==> src/design/fbc_pkg.sv <==
// ----------------------------------------------------------------------------
// fbc_pkg: shared constants and types for the frustum box cull block
// register layout, plane ordering and fixed-point widths
// ----------------------------------------------------------------------------
`timescale 1ns / 1ps
`default_nettype none

package fbc_pkg;

  // default field widths
  localparam int COORD_WIDTH_DEF = 32;  // signed Q16.16 box coordinates
  localparam int ENTRY_WIDTH_DEF = 16;  // signed Q3.12 matrix entries

  // register layout
  localparam int REG_WIDTH       = 64;
  localparam int SLOT_WIDTH      = 16;
  localparam int NUM_ROWS        = 4;
  localparam int NUM_COLS        = 4;
  localparam int CFG_INDEX_WIDTH = 2;

  // geometry
  localparam int NUM_AXES   = 3;
  localparam int NUM_PLANES = 6;
  localparam int NEAR_PLANE = 4;   // row3 + row2
  localparam int W_ROW      = 3;   // row that every plane adds to
  localparam int D_COL      = 3;   // column holding the plane offset
  localparam int FRAC_BITS  = 16;  // coordinate fraction bits

  typedef enum logic [CFG_INDEX_WIDTH-1:0] {
    REG_ROW_0 = 2'd0,
    REG_ROW_1 = 2'd1,
    REG_ROW_2 = 2'd2,
    REG_ROW_3 = 2'd3
  } reg_index_t;

  // identity matrix at reset
  localparam logic [REG_WIDTH-1:0] ROW_0_RESET = 64'h0000_0000_0000_1000;
  localparam logic [REG_WIDTH-1:0] ROW_1_RESET = 64'h0000_0000_1000_0000;
  localparam logic [REG_WIDTH-1:0] ROW_2_RESET = 64'h0000_1000_0000_0000;
  localparam logic [REG_WIDTH-1:0] ROW_3_RESET = 64'h1000_0000_0000_0000;

endpackage

`default_nettype wire

==> src/design/fbc_plane_eval.sv <==
// ----------------------------------------------------------------------------
// fbc_plane_eval: exact sign of one plane equation at its corner
// three multipliers, two partial sums, then the final add and sign
// ----------------------------------------------------------------------------
`timescale 1ns / 1ps
`default_nettype none

module fbc_plane_eval #(
  parameter int COORD_WIDTH = fbc_pkg::COORD_WIDTH_DEF,
  parameter int ENTRY_WIDTH = fbc_pkg::ENTRY_WIDTH_DEF
) (
  input  logic                          clk,
  input  logic                          adv,
  input  logic signed [ENTRY_WIDTH:0]   coef [fbc_pkg::NUM_COLS],
  input  logic signed [COORD_WIDTH-1:0] corner [fbc_pkg::NUM_AXES],
  input  logic                          tested,
  output logic                          neg
);
  import fbc_pkg::*;

  // product width and full-sum width (three products plus the offset term)
  localparam int PW = ENTRY_WIDTH + 1 + COORD_WIDTH;
  localparam int SW = PW + 2;

  logic signed [PW-1:0] prod [NUM_AXES];
  logic signed [SW-1:0] dterm;
  logic                 tested_s2;
  logic signed [SW-1:0] sum_a;
  logic signed [SW-1:0] sum_b;
  logic                 tested_s3;
  logic signed [SW-1:0] total;

  // stage 2: products and scaled offset
  always_ff @(posedge clk) begin
    if (adv) begin
      for (int a = 0; a < NUM_AXES; a++) begin
        prod[a] <= PW'(coef[a]) * PW'(corner[a]);
      end
      dterm     <= SW'(coef[D_COL]) <<< FRAC_BITS;
      tested_s2 <= tested;
    end
  end

  // stage 3: partial sums
  always_ff @(posedge clk) begin
    if (adv) begin
      sum_a     <= SW'(prod[0]) + SW'(prod[1]);
      sum_b     <= SW'(prod[2]) + dterm;
      tested_s3 <= tested_s2;
    end
  end

  assign total = sum_a + sum_b;

  // stage 4: sign of the plane value, forced low when the plane is not tested
  always_ff @(posedge clk) begin
    if (adv) begin
      neg <= tested_s3 & total[SW-1];
    end
  end

endmodule

`default_nettype wire

==> config.mk <==
export PLATFORM = sky130hd
export DESIGN_NAME = fbc_plane_eval
export DESIGN_NICKNAME = d
export VERILOG_FILES = /design/src/design/fbc_pkg.sv /design/src/design/fbc_plane_eval.sv
export SDC_FILE = /design/constraint.sdc
export NUM_CORES = 2
export LEC_CHECK = 0
export BUFFER_PORTS_ARGS = -buffer_cell sky130_fd_sc_hd__buf_2
export CORE_UTILIZATION = 60
export DETAILED_ROUTE_END_ITERATION = 10
export GPL_ROUTABILITY_DRIVEN = 0
export GPL_TIMING_DRIVEN = 0
export PLACE_DENSITY = 0.78
export SETUP_SLACK_MARGIN = 0.1
export SLEW_MARGIN = 20
export SYNTH_ARGS = -nofsm -noshare
export SYNTH_HDL_FRONTEND = slang
export SYNTH_SLANG_ARGS = --single-unit
==> constraint.sdc <==
create_clock -name clk -period 7.7 [get_ports clk]
set_input_delay 0 -clock clk [delete_from_list [all_inputs] [get_ports clk]]
set_output_delay 0 -clock clk [all_outputs]
set_load 0.02 [all_outputs]
; After elaboration in Yosys (flattened, before gate mapping)
; Memories as Yosys holds them, arrays and structs flattened.
; Index checks and enable logic that the tools add are counted.
[classes]
add_sub_neg = 3
multipliers = 3
mux = 2
bitwise = 1
[ops]
columns = op, count
row1 = multiplier 17 x 32 -> 49 bit, 3
row2 = adder 51 bit, 1
row3 = adder 49 x 33 -> 50 bit, 1
row4 = adder 49 x 49 -> 50 bit, 1
row5 = two-way mux 1 bit, 2
row6 = bitwise AND 1 bit, 1
[totals]
reg_bits = 122
mem_bits_rw = 147
wordCells = 16
n_memories = 1
[mem_list]
columns = memory, depth, width, read_ports, rd_ports_with_merged_regs, write_ports, line_no
row1 = prod, 3, 49, 3, 0, 3, fbc_plane_eval.sv:25  ; logic signed [PW-1:0] prod [NUM_AXES];

; Longest topological paths before layout
[logic_depth]
depth_word = 2
depth_mapped = 25

; Worst setup path after synthesis
; Ideal clock, no wire load.
[synth_timing]
path_type = input to register
start = input coef[36] (netlist bit)
end = memory prod[0][94] (netlist bit), data pin
arrival_time_ns = 5.688
required_time_ns = 7.441
setup_slack_ns = 1.753
path_stages = 22
cell_sequence = clkbuf_1 > nand2_1 > fa_1 > fa_1 > fa_1 > inv_1 > fa_1 > fa_1 > inv_1 > fa_1 > inv_1 > ha_1 > a211oi_1 > nor2_1 > a311o_1 > a2bb2oi_1 > o31ai_2 > o211ai_1 > a32oi_1 > o21a_2 > nor4bb_1 > a211o_1
[synth_rtl]
columns = element, line_no
row1 = from (decl), fbc_plane_eval.sv:14  ; input logic signed [ENTRY_WIDTH:0] coef [fbc_pkg::NUM_COLS],
row2 = to (decl), fbc_plane_eval.sv:25

==> metrics <==
minimum hold slack=62.9 ps; Worst Tran Pin Value=990 ps; TritonCTS buffer count=26; Worst Setup End Kind=flop; number of remaining DRC errors=0; first-pass GRT wire length=294000 um; filler instances=8963; post-layout util=64.3%; total global-route track usage=32.8%; TritonCTS clock tree=built; Post-synth EDFFs=267; CP cell instances=buf_2, clkbuf_1, nand2_1, fa_1, inv_1, fa_1, fa_1, fa_1, fa_1, inv_1, fa_1, inv_1, ha_1, a211oi_1, nor2_1, a311o_1, a2bb2oi_1, o31ai_2, o211ai_1, a32oi_1, o21a_2, nor2_1, a211oi_2; dpl cells=8849; met1 Track Usage GR=41.2%; Setup violations, final=0; R2R setup slack=3720 ps; cell depth of the worst setup path=23; crit-path max FO=10; CP most frequent cell=fa_1; Worst EP required=7950 ps; final global-route overflow total=0; type of origin of the critical path=input port; via count=51000; clock skew=26.7 ps; Mapped Area=68900 um^2; Setup Buffers After CTS=0; HPWL Detailed=155000 um; CTS root buf=clkbuf_16; Top Usage Layer GRT=met2; initial antenna violation count=6; cell taking the most area after synthesis=fa_1; core area=113000 um^2; largest net degree at the start of global routing=93; Area growth syn-to-layout=5.59%; syn nets=9388; Final Max Slew Viols=0; crit-path leading delay family=adder cells; asr flop ratio synth=0%; initial core utilization=60.9%; Area contributors post-synth=fa_1 45%, edfxtp_1 12%, inv_1 9.0%; Synth top area share=45.5%; crit path kind=input port to flop; Vias/cell=5.72; Synth Warn #=0; GRT met3 Usage=7.46%; Fmax=137 MHz; status=finished clean; final setup margin=380 ps; max-cap viol count=0; DRT Wirelength=183000 um; worst r2r dst=sum_a[48]; htree depth=1; Final #Nets=9608; sequential-to-total area share from yosys stat=11.6%; Bufs and invs on worst path=5; worst skew pair latency=560 ps; synthesized netlist cell count=7180; Final ANT Viol Nets=0; Final Hold Violating Endpoints=0; Die Wd=341 um; CP endpoint=prod[0][96]; unrepaired setup endpoints after global routing=false; synth unique cells=88; normalized max-slew margin=33.4%; final critical-path share of the clock period=95.1%; first-pass detailed-route iteration total=6; vias in the first global route=54900; Die Y=341 um; Main synth FF type=edfxtp_1; CTS sink cnt=267; final std cells w/o fill=8921; FP Rows=123; Clock Pin Slew Worst Setup and Hold Paths=60 ps; routed len/inst=20.5 um; most frequent cells in the layout=1653 x inv_1, 1565 x fa_1, 914 x nand2_1; Critical R2R Launch=prod[0][0]; routing usage on met2=53.2%; CP Data Arrival Time=7570 ps; die area=116000 um^2; num ports=168; Mean Syn Cell Area=9.59 um^2; initial DRC count=4445; worst reg2reg path depth=13; CTS max path bufs=3; Tmin final=7320 ps; Hold Crit Class=input port to flop; share of cells above drive strength 1=3.38%; most common cell after layout, fill and taps aside=inv_1; #FFs+latches synth=267; pre-CTS WS=-587 ps; Worst path slowest cell=clkbuf_1; crit-path max cell delay=730 ps; port buffer count=167; Critical Path Start=coef[47]
[sequential cells by signal, indices dropped and copies added (netlist names)]
register	flops
dterm	17
neg	1
prod	147
sum_a	50
sum_b	50
tested_s2	1
tested_s3	1
[layer usage]
layer / part of all wire [%] / up-vias
met1: 36 / 25700
met5: 0.020 / -
met2: 47 / 2576
met3: 9.8 / 721
li1: - / 22000
met4: 6.4 / 6
[layout make-up]
class | instances | area [um^2] | share of cell area (%)
diodes | 2 | 5.00 | 0.00688
plain buffers | 265 | 1030 | 1.42
clock buffers | 28 | 658 | 0.905
clock inverters | 19 | 141 | 0.194
inverters | 1656 | 6220 | 8.55
multi-input cells | 4992 | 53600 | 73.8
flip-flops and latches | 267 | 8020 | 11.0
well taps | 1500 | 1880 | 2.58
repair buffers | 192 | 1130 | 1.56
[kinds of logic after synthesis]
logic type / count (synthesis) / share of synthesized area (%)
flip-flops: 267 / 11.6
AND/OR/NAND/NOR: 2077 / 14.8
XOR/XNOR: 221 / 2.81
buffers and inverters: 1921 / 10.5
multiplexers: 1 / 0.0145
AO/OA/AOI/OAI: 652 / 6.11
adder cells (fa/ha/maj): 2041 / 54.1
[cells in the mapped netlist (4+ instances only)]
master,instances
nor2_1,197
a21o_1,105
nand2b_1,55
fa_1,1565
a211o_1,8
and2_1,711
ha_1,476
nand3_1,38
inv_1,1653
o31ai_1,7
edfxtp_1,267
o21ai_0,99
a21oi_1,210
and3_1,22
o31a_1,9
xor2_1,44
nand4_1,32
a221oi_1,7
o21ai_1,17
o21bai_1,25
o211ai_1,17
a31oi_1,23
buf_1,6
nand3b_1,4
or3_1,5
nor4_1,8
a211oi_1,35
o22ai_1,5
o21a_1,27
and4_1,5
a41o_1,4
clkbuf_1,252
nand2_1,914
nor2b_1,33
xnor2_1,177
or2_2,5
nor3_1,35
[worst register-to-register path, delay by kind of cell (launching register included)]
kind | cells | cell delay [ps]
AO/OA/AOI/OAI | 7 | 2180
XOR/XNOR | 1 | 160
adder cells (fa/ha/maj) | 2 | 620
buffers and inverters | 1 | 60
flip-flops | 1 | 390
AND/OR/NAND/NOR | 2 | 320
[worst min-delay path by stage]
stage             start      endpoint  slack [ps]  cells past startpoint
2_1_floorplan   coef[0]     dterm[16]         100                      0
3_3_place_gp    coef[5]     dterm[21]         180                      1
3_5_place_dp    coef[5]     dterm[21]         180                      1
4_1_cts        coef[19]  prod[0][100]          40                      3
5_1_grt        coef[19]  prod[0][100]          50                      3
6_report       coef[19]  prod[0][100]          60                      3
[through the flow]
| stage | area [um^2] | TNS [ps] |
|---|---|---|
| global placement | 71600 | -1480 |
| detailed placement | 71700 | -1200 |
| finish | 72700 | 0 |
| floorplan | 68900 | 0 |
| CTS | 72700 | 0 |
| global route | 72700 | 0 |
[repair_timing]
action,4_1_cts,5_1_grt
hold buffers,23,0
endpoints found under the setup margin,1,4
gates resized for setup,1,15
pin swaps,0,1
endpoints found under the hold margin,46,0
Power is left out: the tool's default activity adds up to more than one toggle a clock period on the data nets, which glitch-free logic cannot reach.
