`src/design/fbc_pkg.sv`:
```
// ----------------------------------------------------------------------------
// fbc_pkg: shared constants and types for the frustum box cull block
// register layout, plane ordering and fixed-point widths
// ----------------------------------------------------------------------------
`timescale 1ns / 1ps
`default_nettype none

package fbc_pkg;

  // default field widths
  localparam int COORD_WIDTH_DEF = 32;  // signed Q16.16 box coordinates
  localparam int ENTRY_WIDTH_DEF = 16;  // signed Q3.12 matrix entries

  // register layout
  localparam int REG_WIDTH       = 64;
  localparam int SLOT_WIDTH      = 16;
  localparam int NUM_ROWS        = 4;
  localparam int NUM_COLS        = 4;
  localparam int CFG_INDEX_WIDTH = 2;

  // geometry
  localparam int NUM_AXES   = 3;
  localparam int NUM_PLANES = 6;
  localparam int NEAR_PLANE = 4;   // row3 + row2
  localparam int W_ROW      = 3;   // row that every plane adds to
  localparam int D_COL      = 3;   // column holding the plane offset
  localparam int FRAC_BITS  = 16;  // coordinate fraction bits

  typedef enum logic [CFG_INDEX_WIDTH-1:0] {
    REG_ROW_0 = 2'd0,
    REG_ROW_1 = 2'd1,
    REG_ROW_2 = 2'd2,
    REG_ROW_3 = 2'd3
  } reg_index_t;

  // identity matrix at reset
  localparam logic [REG_WIDTH-1:0] ROW_0_RESET = 64'h0000_0000_0000_1000;
  localparam logic [REG_WIDTH-1:0] ROW_1_RESET = 64'h0000_0000_1000_0000;
  localparam logic [REG_WIDTH-1:0] ROW_2_RESET = 64'h0000_1000_0000_0000;
  localparam logic [REG_WIDTH-1:0] ROW_3_RESET = 64'h1000_0000_0000_0000;

endpackage

`default_nettype wire

```
`src/design/fbc_plane_setup.sv`:
```
// ----------------------------------------------------------------------------
// fbc_plane_setup: plane coefficients and p-vertex selection
// forms the six planes from the matrix rows and picks the corner per plane
// ----------------------------------------------------------------------------
`timescale 1ns / 1ps
`default_nettype none

module fbc_plane_setup #(
  parameter int COORD_WIDTH = fbc_pkg::COORD_WIDTH_DEF,
  parameter int ENTRY_WIDTH = fbc_pkg::ENTRY_WIDTH_DEF
) (
  input  logic                                                  clk,
  input  logic                                                  adv,
  input  logic [fbc_pkg::NUM_ROWS-1:0][fbc_pkg::REG_WIDTH-1:0]  rows,
  input  logic signed [COORD_WIDTH-1:0]                         box_min [fbc_pkg::NUM_AXES],
  input  logic signed [COORD_WIDTH-1:0]                         box_max [fbc_pkg::NUM_AXES],
  input  logic                                                  ignore_near,
  output logic signed [ENTRY_WIDTH:0]                           coef [fbc_pkg::NUM_PLANES][fbc_pkg::NUM_COLS],
  output logic signed [COORD_WIDTH-1:0]                         corner [fbc_pkg::NUM_PLANES][fbc_pkg::NUM_AXES],
  output logic [fbc_pkg::NUM_PLANES-1:0]                        tested
);
  import fbc_pkg::*;

  localparam int CW = ENTRY_WIDTH + 1;

  logic signed [CW-1:0] coef_next [NUM_PLANES][NUM_COLS];

  for (genvar p = 0; p < NUM_PLANES; p++) begin : g_plane
    localparam int K = p / 2;

    for (genvar c = 0; c < NUM_COLS; c++) begin : g_col
      logic signed [CW-1:0] w_e;
      logic signed [CW-1:0] r_e;
      assign w_e = CW'($signed(rows[W_ROW][SLOT_WIDTH*c +: ENTRY_WIDTH]));
      assign r_e = CW'($signed(rows[K][SLOT_WIDTH*c +: ENTRY_WIDTH]));
      if (p % 2 == 1) begin : g_minus
        assign coef_next[p][c] = w_e - r_e;
      end else begin : g_plus
        assign coef_next[p][c] = w_e + r_e;
      end

      always_ff @(posedge clk) begin
        if (adv) begin
          coef[p][c] <= coef_next[p][c];
        end
      end
    end

    // corner furthest along the normal: max unless the coefficient is negative
    for (genvar a = 0; a < NUM_AXES; a++) begin : g_axis
      always_ff @(posedge clk) begin
        if (adv) begin
          corner[p][a] <= coef_next[p][a][CW-1] ? box_min[a] : box_max[a];
        end
      end
    end

    always_ff @(posedge clk) begin
      if (adv) begin
        tested[p] <= (p == NEAR_PLANE) ? ~ignore_near : 1'b1;
      end
    end
  end

endmodule

`default_nettype wire

```
`config.mk`:
```
export PLATFORM = sky130hd
export DESIGN_NAME = fbc_plane_setup
export DESIGN_NICKNAME = d
export VERILOG_FILES = /design/src/design/fbc_pkg.sv /design/src/design/fbc_plane_setup.sv
export SDC_FILE = /design/constraint.sdc
export NUM_CORES = 2
export LEC_CHECK = 0
export ABC_AREA = 1
export BUFFER_PORTS_ARGS = -buffer_cell sky130_fd_sc_hd__buf_2
export CORE_AREA = 2 2 554 556
export DETAILED_ROUTE_END_ITERATION = 16
export DIE_AREA = 0 0 556 558
export MAX_ROUTING_LAYER = met4
export SKIP_LAST_GASP = 1
export SYNTH_ARGS = -nofsm -noshare
export SYNTH_HDL_FRONTEND = slang
export SYNTH_SLANG_ARGS = --single-unit
```
`constraint.sdc`:
```
create_clock -name clk -period 2.6 [get_ports clk]
set_input_delay 0.13 -clock clk [delete_from_list [all_inputs] [get_ports clk]]
set_output_delay 0.13 -clock clk [all_outputs]
set_load 0.05 [all_outputs]
```
After elaboration in Yosys (flattened, before gate mapping)

Index checks and enable logic that the tools add are counted.

Register bits: 985
Logic and storage cells: 86

Muxes and demuxes: 18
Add/sub/neg operators: 24
Bitwise logic cells: 1

Operator list:

| cell           | number |
|---|---|
| $mux 32        | 18 |
| $add 16x16->17 | 12 |
| $sub 16x16->17 | 12 |
| $not 1->1      | 1 |

Longest topological paths before layout

Depth in word-level cells: 2
Mapped depth: 15
Gate-level depth less buffers: 14

Worst setup path after synthesis

No wires, ideal clock.

Kind: input -> register
From: input port rows[208] (netlist bit)
To: register corner[418] (netlist bit) (data pin)
Buffers on the path: 1
Setup slack: 0.650 ns
Library setup time: 0.252 ns
Stages on the path: 14
Data arrival time: 1.698 ns
Cells stage by stage: inv_1 > ha_1 > fa_1 > inv_1 > nand2_1 > nand2_1 > nand3_1 > nand2_1 > nand2_1 > nand3_1 > nand2_2 > buf_4 > nand2_1 > nand2_1

Longest elaborated chain between the ends: 2

RTL lines:

| item                            | RTL line              | source |
|---|---|---|
| from (decl)                     | fbc_plane_setup.sv:14 | `input logic [fbc_pkg::NUM_ROWS-1:0][fbc_pkg::REG_WIDTH-1:0] rows,` |
| $sub 16x16->17                  | fbc_plane_setup.sv:37 | `assign coef_next[p][c] = w_e - r_e;` |
| $mux 32                         | fbc_plane_setup.sv:53 | `corner[p][a] <= coef_next[p][a][CW-1] ? box_min[a] : box_max[a];` |
| to (signal, indexed assignment) | fbc_plane_setup.sv:53 |  |
| to (decl)                       | fbc_plane_setup.sv:19 | `output logic signed [COORD_WIDTH-1:0] corner [fbc_pkg::NUM_PLANES][fbc_pkg::NUM_AXES],` |

Every way passes these cells.
A chain may end at the register's enable or synchronous reset.

Final worst setup path

From: input port rows[0] (netlist bit)
To: register corner[463] (netlist bit) (data pin)

Same word-level chain as after synthesis.

==> summary.txt <==
Run status
  – Result of the run: finished with violations
  – Violations in the final reports: negative setup slack

Clocking
  – Cts bufs inserted: 120
  – Clock slew at reported path FFs: 60 ps
  – H-tree levels: 3
  – Clock tree root buffer cell: clkbuf_16
  – CTS tree: yes
  – Number of sinks driven by the clock tree: 973
  – Maximum clock insertion buffer count: 4

Yosys
  – Register bit total from synthesis: 973
  – Yosys synthesis warning count: 0
  – Cells taking the most area after synthesis: edfxtp_1 49%, nand2_1 12%, nand3_1 9.9%
  – Summed instance area of the synthesized netlist: 0.0600 sq mm
  – Sequential element share of the synthesized area: 48.7%
  – Ys flop type: edfxtp_1
  – Gate count after technology mapping: 6829
  – Number of synthesized flops with an enable pin: 973
  – Most common cell in the synthesized netlist: nand2_1
  – Avg Cell Area, Syn: 8.79 sq um
  – Distinct cells, synth: 41
  – Share of flip-flops with an asynchronous set or reset: 0%
  – Top cell type's share of synthesized area: 48.7%
  – Biggest area consumer among synthesized cells: edfxtp_1
  – Leading cell types by count after synthesis: 1873 x nand2_1, 1189 x nand3_1, 973 x edfxtp_1

Place
  – Final weighted congestion in routability-driven placement: 1.00
  – Placed cell area: 0.0742 sq mm
  – Number of cells after detailed placement: 12300
  – Input/output buffers: 1435
  – Dpl hpwl: 270 mm

Final layout
  – Layout overhead on the synthesized area: 39.5%
  – Share of post-route cells with drive strength above 1: 23.8%
  – Final Non-Filler Cells: 13100
  – Post-layout nets: 9770
  – Final instance area: 0.0837 sq mm

Route
  – Post-route antenna net violation count: 0
  – Via density per instance: 4.57
  – DR DRC count: 0
  – Routed wire length: 336 mm
  – DRC violation total after the first TritonRoute iteration: 6649
  – Routed wirelength normalized by instance count: 25.7 um
  – Total number of vias: 59800
  – Pre-Repair DR Iteration Count: 6

Setup path
  – CP arrival: 3220 ps
  – Worst EP required: 3200 ps
  – Biggest cell delay along the critical path: 590 ps
  – Critical Path Sink Type: register
  – Worst-path cell chain: buf_2 > dlygate4sd3_1 > ha_1 > fa_2 > o21ai_2 > nand3_1 > nand2_1 > nand2_1 > nand2_1 > nand2_4 > buf_12 > nand3_1 > nand2_1 > dlygate4sd3_1
  – Slowest cell on the critical path: dlygate4sd3_1
  – CP top delay family: buffers and inverters
  – Maximum fanout along the worst path: 11
  – Startpoint Class: input port
  – Path type of the worst setup path: in -> reg
  – Number of buffer and inverter instances along the worst setup path: 4
  – Dominant cell type by count on the critical path: nand2_1

GRT
  – Congestion Overflow GR: 0
  – Vias in the first global route: 56800
  – Pin count of the biggest net entering global routing: 81
  – Initial antenna violation count: 120
  – Combined global-route utilization of all metal layers: 21.2%
  – Wire length of the first global-routing pass: 448 mm

Worst hold path
  – Classification of the worst-slack hold path: in -> reg

Power and ir drop
  – Total power per unit cell area: 770 mW/mm^2
  – Static Leakage: 39.9 nW
  – IR Drop Worst-Case VDD: 0.569 mV

STA
  – Fin. Hold Viols: 0
  – Period minus WS final: 2620 ps
  – Slew at the pin closest to its max-slew limit: 654 ps
  – Headroom to the max-slew limit: 56.4%
  – Setup WS post-layout: -22.2 ps
  – Final Setup Violations: 4
  – Number of max-slew violations in the final report: 0
  – Post-route fraction of the period consumed by the critical path: 101%
  – Highest Clock Rate: 381 MHz

Floorplan
  – Core area: 0.305 sq mm
  – Die boundary height: 558 um
  – Boundary pin count: 1441
  – Cell Rows: 203
  – Die W: 556 um
  – Starting density of the core: 19.7%
  – Total Die Area: 0.310 sq mm

Flow run
  – Max-capacitance violation count: 0
==> state kept, by name, indices dropped and copies added, names as in the netlist <==
signal,count
tested,1
coef,396
corner,576
==> routing by layer <==
layer | track usage, % | part of all wire (%) | up-vias
met5 | - | 0 | -
met4 | 9.63 | 5.3 | 0
met3 | 5.49 | 9.8 | 658
met2 | 33.9 | 46 | 3524
met1 | 24.8 | 39 | 28600
li1 | - | - | 27100
==> placed cells by master (no fill, tap or decap), types with 26 or more instances in the layout <==
cell and n:
nand2_1 1867, buf_2 1433, nand3_1 1174, edfxtp_1 973, inv_1 732, dlygate4sd3_1 480
ha_1 374, nor2_1 322, a21oi_1 280, buf_4 263, xor2_1 204, clkbuf_16 124
buf_12 90, o21bai_1 81, diode_2 80, o21ai_0 67, nor3_1 52, nand2_2 44
xnor2_1 37, a21o_1 33, nand4_1 32, inv_2 29, nand3b_1 26
==> per-stage QoR <==
step           util (%)  hold slack (ps)  setup slack [ps]  total power, mW  TNS (ps)
3_3_place_gp       24.4              366              -256             45.1     -7770
5_1_grt            27.5             20.8             -3.75             66.9     -5.90
3_5_place_dp       24.4              371              -260             45.1     -7140
6_report           27.5             53.9             -22.2             64.4     -35.3
2_1_floorplan         -              242               650             35.9         0
4_1_cts            27.3          0.00994              1.84             64.7         0
==> path summary, 6_finish.rpt <==
| check | startpoint | endpoint | slack, ps | cells past startpoint |
|---|---|---|---|---|
| worst min-delay path | rows[123] | coef[147] | 50 | 5 |
| worst max-delay path | rows[0] | corner[463] | -20 | 14 |
==> final cells by class <==
class                           count  area (sq um)
Tap cell                         3997          5000
Multi-Input combinational cell   4780         26400
Clock buffer                      138          3090
Fill cell                       32500        221000
Timing Repair Buffer             2275         15900
Sequential cell                   973         29200
Clock inverter                     83          1090
Antenna cell                       80           200
Inverter                          761          2860
==> worst min-delay path, stage by stage <==
cell and delay [ps]:
buf_2 120, inv_1 60, ha_2 280, nand2_1 80
nand2_1 110
==> logic make-up after synthesis <==
family | count (synthesis) | share of synthesized area (%)
AOI/OAI and AO/OA | 527 | 5.14
xor gates and xnor gates | 241 | 3.52
adders and majority gates | 408 | 8.81
buffers and inverters | 1080 | 7.84
DFF | 973 | 48.7
other | 1 | 0.00625
and+or+nand+nor | 3599 | 26.0
==> report_power, final <==
group          internal [mW]  leakage [nW]  switching, mW
Clock                   10.7          2.01           7.65
Sequential              20.4          9.51           1.11
Combinational           6.26          28.4           18.4
==> timing repair <==
action	in CTS	in global routing
hold buffers	482	0
resized for setup	0	55
endpoints found under the setup margin	0	84
buffers inserted	0	9
hold endpoints to repair	899	0
(Power assumes the default switching activity.)
